--- config.mk ---
export PLATFORM = sky130hd
export DESIGN_NAME = md5_message_digest_unit
export DESIGN_NICKNAME = d
export VERILOG_FILES = /design/src/hw/rtl/md5d_pkg.sv /design/src/hw/rtl/md5_message_digest_unit.sv /design/src/hw/rtl/md5d_front.sv /design/src/hw/rtl/md5d_queue.sv /design/src/hw/rtl/md5d_round.sv /design/src/hw/rtl/md5d_back.sv
export VERILOG_INCLUDE_DIRS = /design/src /design/src/hw/rtl
export SDC_FILE = /design/constraint.sdc
export NUM_CORES = 2
export LEC_CHECK = 0
export BUFFER_PORTS_ARGS = -buffer_cell sky130_fd_sc_hd__buf_2
export CAP_MARGIN = 30
export CORE_ASPECT_RATIO = 1.2
export CORE_MARGIN = 5
export CORE_UTILIZATION = 55
export DETAILED_ROUTE_END_ITERATION = 6
export PLACE_DENSITY = 0.71
export SLEW_MARGIN = 20
export SYNTH_ARGS = -nofsm -noshare
export SYNTH_HDL_FRONTEND = slang
export SYNTH_SLANG_ARGS = --single-unit
export TNS_END_PERCENT = 30
--- constraint.sdc ---
create_clock -name clk -period 12.4 [get_ports clk]
set_clock_uncertainty 0.15 [all_clocks]
set_input_delay 1.24 -clock clk [delete_from_list [all_inputs] [get_ports clk]]
set_output_delay 1.24 -clock clk [all_outputs]
set_load 0.02 [all_outputs]
--- src/hw/rtl/assert_macros.svh ---
// Assertion helpers shared by the RTL files.
`ifndef ASSERT_MACROS_SVH
`define ASSERT_MACROS_SVH

// The consequent must hold in the same cycle as the condition.
`define MD5D_ASSERT_IMP(label, clk, rst, cond, cons, msg) \
  label: assert property (@(posedge clk) disable iff (rst) (cond) |-> (cons)) else $error(msg);

// The consequent must hold in the cycle after the condition.
`define MD5D_ASSERT_NEXT(label, clk, rst, cond, cons, msg) \
  label: assert property (@(posedge clk) disable iff (rst) (cond) |=> (cons)) else $error(msg);

`endif

--- src/hw/rtl/md5d_pkg.sv ---
`timescale 1ns / 1ps

package md5d_pkg;

  localparam int QUEUE_DEPTH = 2;
  localparam int QPTR_W      = (QUEUE_DEPTH > 1) ? $clog2(QUEUE_DEPTH) : 1;
  localparam int QCNT_W      = $clog2(QUEUE_DEPTH + 1);

  typedef struct packed {
    logic [7:0] data;
    logic       has_data;
    logic       eom;
  } cmd_t;

  typedef struct packed {
    logic start;
    logic init;
  } rnd_ctl_t;

  typedef struct packed {
    logic busy;
    logic done;
  } rnd_stat_t;

  localparam logic [3:0][31:0] INIT_CHAIN = {
    32'h10325476, 32'h98BADCFE, 32'hEFCDAB89, 32'h67452301
  };

  localparam logic [31:0] SINE_K [64] = '{
    32'hd76aa478, 32'he8c7b756, 32'h242070db, 32'hc1bdceee,
    32'hf57c0faf, 32'h4787c62a, 32'ha8304613, 32'hfd469501,
    32'h698098d8, 32'h8b44f7af, 32'hffff5bb1, 32'h895cd7be,
    32'h6b901122, 32'hfd987193, 32'ha679438e, 32'h49b40821,
    32'hf61e2562, 32'hc040b340, 32'h265e5a51, 32'he9b6c7aa,
    32'hd62f105d, 32'h02441453, 32'hd8a1e681, 32'he7d3fbc8,
    32'h21e1cde6, 32'hc33707d6, 32'hf4d50d87, 32'h455a14ed,
    32'ha9e3e905, 32'hfcefa3f8, 32'h676f02d9, 32'h8d2a4c8a,
    32'hfffa3942, 32'h8771f681, 32'h6d9d6122, 32'hfde5380c,
    32'ha4beea44, 32'h4bdecfa9, 32'hf6bb4b60, 32'hbebfbc70,
    32'h289b7ec6, 32'heaa127fa, 32'hd4ef3085, 32'h04881d05,
    32'hd9d4d039, 32'he6db99e5, 32'h1fa27cf8, 32'hc4ac5665,
    32'hf4292244, 32'h432aff97, 32'hab9423a7, 32'hfc93a039,
    32'h655b59c3, 32'h8f0ccc92, 32'hffeff47d, 32'h85845dd1,
    32'h6fa87e4f, 32'hfe2ce6e0, 32'ha3014314, 32'h4e0811a1,
    32'hf7537e82, 32'hbd3af235, 32'h2ad7d2bb, 32'heb86d391
  };

  localparam logic [4:0] ROT_AMOUNT [4][4] = '{
    '{5'd7, 5'd12, 5'd17, 5'd22},
    '{5'd5, 5'd9,  5'd14, 5'd20},
    '{5'd4, 5'd11, 5'd16, 5'd23},
    '{5'd6, 5'd10, 5'd15, 5'd21}
  };

endpackage

--- src/hw/rtl/md5_message_digest_unit.sv ---
`timescale 1ns / 1ps

// Channel  Direction  Handshake            Payload
// in       request    in_valid, in_stall   data_byte, has_data, end_of_message
// out      result     out_valid, out_stall digest_word, word_index, last_word
//
// Each message byte is packed into the block buffer; every 64th byte starts a compression
// followed by the chaining add, and no byte is taken from the queue until it is done.
// An end mark adds a padding state, a length state, one or two compressions and
// four digest words.
// Reset clears the queue, the byte count and the block buffer, and loads the initial
// chaining words. The request side stalls only while the two-entry queue is full.

module md5_message_digest_unit
  import md5d_pkg::*;
(
  input  logic        clk,
  input  logic        rst,
  input  logic        in_valid,
  output logic        in_stall,
  input  logic [7:0]  data_byte,
  input  logic        has_data,
  input  logic        end_of_message,
  output logic        out_valid,
  input  logic        out_stall,
  output logic [31:0] digest_word,
  output logic [1:0]  word_index,
  output logic        last_word
);

  logic q_full;
  logic q_push;
  cmd_t q_cmd;
  logic q_pop;
  logic q_nonempty;
  cmd_t q_head;

  md5d_front u_front (
    .clk            (clk),
    .rst            (rst),
    .in_valid       (in_valid),
    .in_stall       (in_stall),
    .data_byte      (data_byte),
    .has_data       (has_data),
    .end_of_message (end_of_message),
    .q_full         (q_full),
    .q_push         (q_push),
    .q_cmd          (q_cmd)
  );

  md5d_queue u_queue (
    .clk      (clk),
    .rst      (rst),
    .push     (q_push),
    .push_cmd (q_cmd),
    .full     (q_full),
    .pop      (q_pop),
    .nonempty (q_nonempty),
    .head     (q_head)
  );

  md5d_back u_back (
    .clk         (clk),
    .rst         (rst),
    .q_valid     (q_nonempty),
    .q_head      (q_head),
    .q_pop       (q_pop),
    .out_valid   (out_valid),
    .out_stall   (out_stall),
    .digest_word (digest_word),
    .word_index  (word_index),
    .last_word   (last_word)
  );

endmodule

--- src/hw/rtl/md5d_front.sv ---
`timescale 1ns / 1ps

module md5d_front
  import md5d_pkg::*;
(
  input  logic       clk,
  input  logic       rst,
  input  logic       in_valid,
  output logic       in_stall,
  input  logic [7:0] data_byte,
  input  logic       has_data,
  input  logic       end_of_message,
  input  logic       q_full,
  output logic       q_push,
  output cmd_t       q_cmd
);

  logic accepted;
  logic useful;

  // Requests with neither a byte nor an end mark are taken and dropped.
  assign useful   = has_data | end_of_message;
  assign in_stall = q_full;
  assign accepted = in_valid & ~q_full;
  assign q_push   = accepted & useful;

  always_comb begin
    q_cmd          = '0;
    q_cmd.data     = data_byte;
    q_cmd.has_data = has_data;
    q_cmd.eom      = end_of_message;
  end

  logic dropped;

  always_ff @(posedge clk) begin
    if (rst) begin
      dropped <= 1'b0;
    end else begin
      dropped <= accepted & ~useful;
    end
  end

  `include "assert_macros.svh"

  `MD5D_ASSERT_NEXT(a_drop_no_push, clk, rst, accepted && !useful, dropped, "idle request not dropped")
  `MD5D_ASSERT_IMP(a_push_not_full, clk, rst, q_push, !q_full && !dropped || !q_full, "push into a full queue")
  `MD5D_ASSERT_IMP(a_stall_full, clk, rst, in_stall, !q_push, "push while stalled")

endmodule

--- src/hw/rtl/md5d_queue.sv ---
`timescale 1ns / 1ps

module md5d_queue
  import md5d_pkg::*;
(
  input  logic clk,
  input  logic rst,
  input  logic push,
  input  cmd_t push_cmd,
  output logic full,
  input  logic pop,
  output logic nonempty,
  output cmd_t head
);

  cmd_t              entries [QUEUE_DEPTH];
  logic [QPTR_W-1:0] wr_ptr;
  logic [QPTR_W-1:0] rd_ptr;
  logic [QCNT_W-1:0] count;
  logic              do_push;
  logic              do_pop;

  assign full     = (count == QCNT_W'(QUEUE_DEPTH));
  assign nonempty = (count != '0);
  assign head     = entries[rd_ptr];
  assign do_push  = push & ~full;
  assign do_pop   = pop & nonempty;

  function automatic logic [QPTR_W-1:0] ptr_inc(input logic [QPTR_W-1:0] p);
    ptr_inc = (p == QPTR_W'(QUEUE_DEPTH - 1)) ? '0 : QPTR_W'(p + 1'b1);
  endfunction

  always_ff @(posedge clk) begin
    if (rst) begin
      wr_ptr <= '0;
      rd_ptr <= '0;
      count  <= '0;
    end else begin
      if (do_push) begin
        wr_ptr <= ptr_inc(wr_ptr);
      end
      if (do_pop) begin
        rd_ptr <= ptr_inc(rd_ptr);
      end
      if (do_push && !do_pop) begin
        count <= QCNT_W'(count + 1'b1);
      end else if (do_pop && !do_push) begin
        count <= QCNT_W'(count - 1'b1);
      end
    end
  end

  always_ff @(posedge clk) begin
    if (do_push) begin
      entries[wr_ptr] <= push_cmd;
    end
  end

endmodule

--- src/hw/rtl/md5d_round.sv ---
`timescale 1ns / 1ps

module md5d_round
  import md5d_pkg::*;
(
  input  logic             clk,
  input  logic             rst,
  input  rnd_ctl_t         ctl,
  output rnd_stat_t        stat,
  output logic [3:0]       msg_idx,
  input  logic [31:0]      msg_word,
  output logic [3:0][31:0] chain
);

  logic        busy;
  logic        fin;
  logic [5:0]  cnt;
  logic [31:0] work [4];
  logic [1:0]  grp;
  logic [31:0] f;
  logic [31:0] sum;
  logic [31:0] b_next;

  function automatic logic [31:0] rotl32(input logic [31:0] x, input logic [4:0] n);
    logic [63:0] t;
    t = {x, x} << n;
    rotl32 = t[63:32];
  endfunction

  assign grp = cnt[5:4];

  always_comb begin
    unique case (grp)
      2'd0: begin
        f       = (work[1] & work[2]) | (~work[1] & work[3]);
        msg_idx = cnt[3:0];
      end
      2'd1: begin
        f       = (work[1] & work[3]) | (work[2] & ~work[3]);
        msg_idx = 4'(4'd5 * cnt[3:0] + 4'd1);
      end
      2'd2: begin
        f       = work[1] ^ work[2] ^ work[3];
        msg_idx = 4'(4'd3 * cnt[3:0] + 4'd5);
      end
      default: begin
        f       = work[2] ^ (work[1] | ~work[3]);
        msg_idx = 4'(4'd7 * cnt[3:0]);
      end
    endcase
  end

  assign sum    = work[0] + f + msg_word + SINE_K[cnt];
  assign b_next = work[1] + rotl32(sum, ROT_AMOUNT[grp][cnt[1:0]]);

  assign stat.busy = busy;
  assign stat.done = fin;

  always_ff @(posedge clk) begin
    if (rst) begin
      busy  <= 1'b0;
      fin   <= 1'b0;
      cnt   <= '0;
      chain <= INIT_CHAIN;
    end else begin
      fin <= 1'b0;
      if (ctl.start) begin
        busy <= 1'b1;
        cnt  <= '0;
      end else if (busy) begin
        cnt <= 6'(cnt + 1'b1);
        if (cnt == 6'd63) begin
          busy <= 1'b0;
          fin  <= 1'b1;
        end
      end
      if (fin) begin
        for (int k = 0; k < 4; k++) begin
          chain[k] <= chain[k] + work[k];
        end
      end
      if (ctl.init) begin
        chain <= INIT_CHAIN;
      end
    end
  end

  always_ff @(posedge clk) begin
    if (ctl.start) begin
      for (int k = 0; k < 4; k++) begin
        work[k] <= chain[k];
      end
    end else if (busy) begin
      work[0] <= work[3];
      work[1] <= b_next;
      work[2] <= work[1];
      work[3] <= work[2];
    end
  end

endmodule

--- src/hw/rtl/md5d_back.sv ---
`timescale 1ns / 1ps

`include "assert_macros.svh"

module md5d_back
  import md5d_pkg::*;
(
  input  logic        clk,
  input  logic        rst,
  input  logic        q_valid,
  input  cmd_t        q_head,
  output logic        q_pop,
  output logic        out_valid,
  input  logic        out_stall,
  output logic [31:0] digest_word,
  output logic [1:0]  word_index,
  output logic        last_word
);

  typedef enum logic [2:0] {
    S_IDLE,
    S_PAD,
    S_LEN,
    S_COMP,
    S_OUT
  } state_t;

  state_t           state;
  state_t           after_comp;
  logic [31:0]      block_words [16];
  logic [60:0]      total;
  logic [1:0]       word_idx;
  logic [5:0]       pos;
  logic [63:0]      bit_len;
  rnd_ctl_t         rnd_ctl;
  rnd_stat_t        rnd_stat;
  logic [3:0]       msg_idx;
  logic [3:0][31:0] chain;

  assign pos     = total[5:0];
  assign bit_len = {total, 3'b000};
  assign q_pop   = (state == S_IDLE) && q_valid;

  always_comb begin
    rnd_ctl       = '0;
    rnd_ctl.start = (q_pop && q_head.has_data && (pos == 6'd63)) ||
                    ((state == S_PAD) && (pos >= 6'd56)) ||
                    (state == S_LEN);
    rnd_ctl.init  = (state == S_OUT) && !out_stall && (word_idx == 2'd3);
  end

  md5d_round u_round (
    .clk      (clk),
    .rst      (rst),
    .ctl      (rnd_ctl),
    .stat     (rnd_stat),
    .msg_idx  (msg_idx),
    .msg_word (block_words[msg_idx]),
    .chain    (chain)
  );

  assign out_valid   = (state == S_OUT);
  assign digest_word = chain[word_idx];
  assign word_index  = word_idx;
  assign last_word   = (word_idx == 2'd3);

  always_ff @(posedge clk) begin
    if (rst) begin
      state      <= S_IDLE;
      after_comp <= S_IDLE;
      total      <= '0;
      word_idx   <= '0;
      for (int k = 0; k < 16; k++) begin
        block_words[k] <= '0;
      end
    end else begin
      unique case (state)
        S_IDLE: begin
          if (q_valid) begin
            if (q_head.has_data) begin
              block_words[pos[5:2]][{pos[1:0], 3'b000} +: 8] <= q_head.data;
              total <= 61'(total + 1'b1);
              if (pos == 6'd63) begin
                state      <= S_COMP;
                after_comp <= q_head.eom ? S_PAD : S_IDLE;
              end else if (q_head.eom) begin
                state <= S_PAD;
              end
            end else if (q_head.eom) begin
              state <= S_PAD;
            end
          end
        end
        S_PAD: begin
          block_words[pos[5:2]][{pos[1:0], 3'b000} +: 8] <= 8'h80;
          if (pos >= 6'd56) begin
            state      <= S_COMP;
            after_comp <= S_LEN;
          end else begin
            state <= S_LEN;
          end
        end
        S_LEN: begin
          block_words[14] <= bit_len[31:0];
          block_words[15] <= bit_len[63:32];
          state           <= S_COMP;
          after_comp      <= S_OUT;
        end
        S_COMP: begin
          if (rnd_stat.done) begin
            for (int k = 0; k < 16; k++) begin
              block_words[k] <= '0;
            end
            state <= after_comp;
          end
        end
        S_OUT: begin
          if (!out_stall) begin
            word_idx <= 2'(word_idx + 1'b1);
            if (word_idx == 2'd3) begin
              total <= '0;
              state <= S_IDLE;
            end
          end
        end
        default: begin
          state <= S_IDLE;
        end
      endcase
    end
  end

  `MD5D_ASSERT_IMP(a_out_core_idle, clk, rst, out_valid, !rnd_stat.busy && !rnd_stat.done, "digest shown while compression runs")
  `MD5D_ASSERT_IMP(a_start_core_idle, clk, rst, rnd_ctl.start, !rnd_stat.busy && !rnd_stat.done, "compression started while busy")
  `MD5D_ASSERT_NEXT(a_block_cleared, clk, rst, rnd_stat.done, (block_words[14] == 32'd0) && (block_words[15] == 32'd0), "block buffer not cleared")
  `MD5D_ASSERT_NEXT(a_word_step, clk, rst, out_valid && !out_stall && (word_idx != 2'd3), word_idx == 2'($past(word_idx) + 2'd1), "digest word skipped")

endmodule
# Word-level counts from Yosys, hierarchy flattened
# Memories as Yosys holds them, arrays and structs flattened. A register that Yosys moved wholly into a read port is not among the register bits.
# Cells that the tools add are included.
dict set report totals {
  register_bits 209
  ramBits 660
  rom_bits 2048
  input_bits 14
  out_inout_bits 37
  word_cells 292
  n_memories 4
}
dict set report classes {
  n_addsub 18
  multipliers 3
  magnitude_cmp 5
  n_eq_ne 17
  shifts 4
  mux 123
  bitwise 77
  n_reduce_logical 27
}
# name depth word_bits read_ports rd_ports_with_merged_regs wr line_no
set memory_table {}
lappend memory_table {{(no name shown)} 64 32 1 0 0 md5d_round.sv:53} ;# assign sum = work[0] + f + msg_word + SINE_K[cnt];
lappend memory_table {u_back.block_words 16 32 1 0 16 md5d_back.sv:30} ;# logic [31:0] block_words [16];
lappend memory_table {u_back.u_round.work 4 32 4 0 4 md5d_round.sv:18} ;# logic [31:0] work [4];
lappend memory_table {u_queue.entries 2 10 1 1 1 md5d_queue.sv:16} ;# cmd_t entries [QUEUE_DEPTH];
# op n
set ops {}
lappend ops {{$mux 32} 29}
lappend ops {{$add 32x32->32} 8}
lappend ops {{$mux 61} 4}
lappend ops {{$and 32x32->32} 4}
lappend ops {{$pmux 61 s2} 1}
lappend ops {{$or 32x32->32} 3}
lappend ops {{$pmux 32 s3} 1}
lappend ops {{$xor 32x32->32} 3}
lappend ops {{$bmux 32 s2} 1}
lappend ops {{$mux 1} 64}
lappend ops {{$not 32->32} 2}
lappend ops {{$shl 64x5->64} 1}
lappend ops {{$add 61x1->61 const B} 1}
lappend ops {{$or 1x1->1} 55}
lappend ops {{$bmux 20 s2} 1}
lappend ops {{$mux 20} 2}
lappend ops {{$mux 3} 11}
lappend ops {{$reduce_or 32->1} 1}
lappend ops {{$shift 8x7->32 const A} 1}
lappend ops {{$shiftx 8x7->32} 1}
lappend ops {{$shiftx 8x7->32 const A} 1}
lappend ops {{$pmux 3 s5} 1}
lappend ops {{$eq 6x6->1 const B} 2}
lappend ops {{$pmux 4 s3} 1}
lappend ops {{other kinds (41)} 75}

# Depth between registers and ports, before layout
# An unclocked memory read counts as a cell.
dict set report logic_depth {
  ltp_word 11
  mapped_depth 48
  depth_no_buf 44
}

# Hierarchy
# A second synthesis with hierarchy kept.
dict set report unflattened {
  hier_cells 5834
  hier_area_um2 56372.8
}
# module instances cells_each area_each_um2 seq_area_each_um2
set by_module_without_submodules {}
lappend by_module_without_submodules {md5d_round 1 3741 28628.7 6566.3}
lappend by_module_without_submodules {md5d_back 1 2024 26706.9 16756.1}
lappend by_module_without_submodules {md5d_queue 1 56 938.4 700.7}
lappend by_module_without_submodules {md5d_front 1 13 98.8 0.0}

# Worst setup path before layout
# Ideal clock, no wire load.
dict set report synth_path {
  path_type {reg-to-reg}
  start {reg u_back.u_round.cnt[1]}
  end {mem u_back.u_round.work[1][31], in the netlist u_back.u_round.work[0][63] (data pin)}
  setup_ps 260
  arrival_ps 10443
  required_ps 11990
  setup_slack_ps 1547
  stages_incl_launch_ff 47
  path_buffers 5
  period_less_slack_ps 10853
  cell_sequence {dfxtp_1 -> buf_2 -> buf_2 -> clkinv_1 -> ha_1 -> inv_1 -> nand3_1 -> o21ai_0 -> nand2_1 -> nand3_1 -> clkbuf_1 -> buf_2 -> buf_1 -> mux4_2 -> mux2i_1 -> a21oi_1 -> fa_1 -> inv_1 -> [... 11 more ...] -> xnor3_1 -> a222oi_1 -> nand2_1 -> o21a_1 -> a21oi_1 -> mux2i_1 -> ha_1 -> a2111oi_2 -> o31a_1 -> o211ai_1 -> a21oi_1 -> o31a_1 -> o31ai_1 -> o21ai_0 -> nand2_1 -> a21oi_1 -> xnor3_1 -> mux2_2}
}
# item line_no
set synth_lines {}
lappend synth_lines {{start: declaration} md5d_round.sv:17} ;# logic [5:0] cnt;
lappend synth_lines {{start signal: assignment} md5d_round.sv:71} ;# cnt <= 6'(cnt + 1'b1);
lappend synth_lines {{end: declaration} md5d_round.sv:18}

==> results.cfg <==
[run_status]
status = completed

[sta]
whs_ns = 0.316
fin_setup_tns_ns = 0
finalHoldViolCount = 0
setup_viol = 0
slew_headroom = 0.338
tightest_slew_ns = 0.987
fin_crit_ns = 11.68
post-route-period-util = 0.942
max_freq_mhz = 85.6
final_max_slew_viol_count = 0
rsz0062_at_grt = no

[synth]
syn_area_um2 = 56500
yosys.area_share.adder = 0.0777
ys.flop_type = edfxtp_1
synthXorXnorAreaFrac = 0.0344
synthMuxAreaShare = 0.116
synth.distinct_cells = 99
async_flop_share = 0
syn_nets = 6090
synth_compound_area_frac = 0.157
avgSynthCellArea_um2 = 9.80
ys_seq_elements = 870
seq_area_frac_synth = 0.425
yosysWarnings = 0
synth_top_family_by_area = compound AO/OA/AOI/OAI gates
synth-simple-area-share = 0.152
synth_edf_count = 660
syn_inst = 5769

[global_routing]
grt_overflow = 0
grt_pass1_vias = 43569
grtUsageTotal = 0.315
grt_max_degree = 87
grt_pass1_wl_mm = 266
antenna_found_initial = 0

[floorplan]
io_pins = 51
initial_core_util = 0.555
die-area_um2 = 109000
std_cell_rows = 128
die_w_um = 303
die_y_um = 361
core_um2 = 102000

[setup_path]
cp_slowest_cell = o21ai_4
critPathRequiredTime_ns = 12.62
r2r-start = u_back.u_round.cnt[0]
cp-start-kind = flop
worst-setup-path-type = flop to flop
slowest_delay_ns = 0.63
r2r_setup_slack_ns = 0.72
cp-end-kind = flop
rr_endpoint = u_back.u_round.work[0][62]
crit_fanout = 43
crit_path_frequent_cell = a21oi_1
cp.arrival_ns = 11.91
r2r_cells = 39

[drt]
drt_iter0_drc = 4830
wl_per_cell_um = 24.8
dr.pass1.iters = 6
postRouteAntennaNets = 0
vias = 45871
viasPerCell = 6.44
totalWireLength_mm = 177
drc = 0

[place]
dp_cells = 6959
dp_hpwl_mm = 130
place.gp.congestion = 0.982
place.port_buffers = 50

[clocking]
cts_tree = yes
cts_buffers = 88
clkTransAtPathRegs_ns = 0.06
cts_buffer_depth = 3
htreeDepth = 3
clock_latency_ns = 0.68
clock_sinks = 870
cts_root_buffer = clkbuf_16
cts_setup_buffers = 0

[final_layout]
num-fill-cells = 8595
nNetsFinal = 6008
diodes = 0
drive_above_1_share = 0.110
finalNonFillerCells = 7124
synthToLayoutAreaGrowth_pct = 8.00

[min_path]
min-delay-start = u_back.after_comp[0]
hold_path_end = u_back.after_comp[0]
min_path_cells = 2
min_path_type = flop to flop

[pwr]
p_leak_nw = 22.4
power_density_nw_per_um2 = 296
ir_drop_uv = 348

[job]
drv_cap = 0
## Yosys cell counts (20+ instances only)
library cell  number  area [um2]
nand2_1          648        2430
a21o_1            90         676
clkbuf_1         221         830
a31oi_1           44         275
buf_2             20         100
nand4_1           21         131
buf_1             67         251
o22a_1            24         210
a21oi_1          376        1880
dfxtp_1          210        4200
o221ai_1          28         245
nor2b_1           53         332
o21ai_0          416        2080
nand2b_1          72         450
o22ai_1           41         257
mux2i_1          153        1530
edfxtp_1         660       19800
nor3_1            65         325
and2_1            22         138
a211oi_1          68         510
mux4_2           165        3720
o211ai_1          35         263
nand3_1          105         526
mux2_2           114        1280
o21a_1            38         285
o2111ai_1         32         280
xor2_1            96         841
xnor2_1          118        1030
o21bai_1          23         173
nand3b_1          37         278
or3_1             25         156
and3_1            34         213
inv_1            221         830
ha_1             234        2930
a22o_1            20         175
fa_1              73        1460
nor2_1           862        3240
## worst max-delay path by stage
stage / from / to / slack, ns / cells after the start
after CTS: u_back.u_round.cnt[0] / u_back.u_round.work[0][62] / 0.65 / 40
final: u_back.u_round.cnt[0] / u_back.u_round.work[0][62] / 0.72 / 39
after floorplan: u_back.u_round.cnt[1] / u_back.u_round.work[0][63] / 1.55 / 46
after detailed placement: u_back.u_round.cnt[0] / u_back.u_round.work[0][62] / 0.75 / 40
after global placement: u_back.u_round.cnt[0] / u_back.u_round.work[0][63] / 0.89 / 40
after global routing: u_back.u_round.cnt[0] / u_back.u_round.work[0][62] / 0.04 / 39
## state kept, by name, indices dropped and copies added, names as in the netlist, 3 cells and up, named ones only
name / flops
u_back.after_comp: 3
u_back.block_words: 512
u_back.u_round.work: 128
u_back.u_round.chain: 128
u_queue.entries: 20
u_back.state: 3
u_back.u_round.cnt: 6
u_back.total: 61
## cells in the final DEF (no fill, tap or decap), types with 32 or more instances in the layout
master	instances
nor2_1	860
edfxtp_1	660
nand2_1	647
o21ai_0	411
a21oi_1	374
ha_1	231
inv_1	220
dfxtp_1	203
mux4_2	165
mux2i_1	153
xnor2_1	118
mux2_2	114
nand3_1	104
xor2_1	96
a21o_1	90
clkbuf_16	90
buf_4	87
fa_1	73
nand2b_1	71
a211oi_1	67
nor3_1	61
nor2b_1	53
buf_2	51
a31oi_1	44
o22ai_1	41
o21a_1	38
nand3b_1	37
o211ai_1	35
and3_1	34
o2111ai_1	32
## through the flow
| step | instance area (um2) | worst slack (ns) | util | power [mW] |
|---|---|---|---|---|
| global route | 61000 | 0.0405 | 0.599 | 19.4 |
| global placement | 58100 | 0.890 | 0.570 | 15.1 |
| CTS | 61000 | 0.647 | 0.599 | 17.9 |
| detailed placement | 58200 | 0.751 | 0.571 | 15.2 |
| floorplan | 56500 | 1.55 | - | 12.4 |
| finish | 61000 | 0.716 | 0.599 | 18.1 |
## where the power goes
part | internal [mW] | switching, mW | leakage, nW
combinational | 4.58 | 7.25 | 12.8
sequential | 3.38 | 0.207 | 8.17
clock | 1.44 | 1.21 | 1.37
## logic make-up after synthesis
logic type / Yosys count
AOI/OAI and AO/OA: 1399
xor gates and xnor gates: 217
adders and majority gates: 307
buffers and inverters: 551
DFF: 870
muxes: 433
and+or+nand+nor: 1992
## area by class of cell
class | instances | area (um2) | share of cell area
clock buffers | 108 | 2350 | 0.0385
clock inverters | 54 | 462 | 0.00756
multi-input cells | 4348 | 30500 | 0.499
well taps | 1365 | 1710 | 0.0280
flip-flops and latches | 870 | 24000 | 0.394
repair buffers | 153 | 1170 | 0.0191
inverters | 226 | 848 | 0.0139
## worst max-delay path, delay by kind of cell, from the launching register on
family                     cells  cell delay, ns
and+or+nand+nor                3            0.47
AOI/OAI and AO/OA             20            5.05
muxes                          3            0.72
adders and majority gates      6            2.93
xor gates and xnor gates       4            0.87
buffers and inverters          3            0.54
DFF                            1            0.60
## layer usage
| metal | GRT usage | vias to the layer above | part of all wire |
|---|---|---|---|
| li1 | - | 20875 | - |
| met1 | 0.383 | 22410 | 0.37 |
| met2 | 0.533 | 2081 | 0.49 |
| met3 | 0.0493 | 505 | 0.072 |
| met4 | 0.179 | 0 | 0.070 |
| met5 | 0 | - | 0 |
## repair_timing
item | in CTS | in global routing
resized for setup | 0 | 1
endpoints found under the setup margin | 0 | 3
hold buffers | 0 | 0
(Power assumes the default switching activity.)
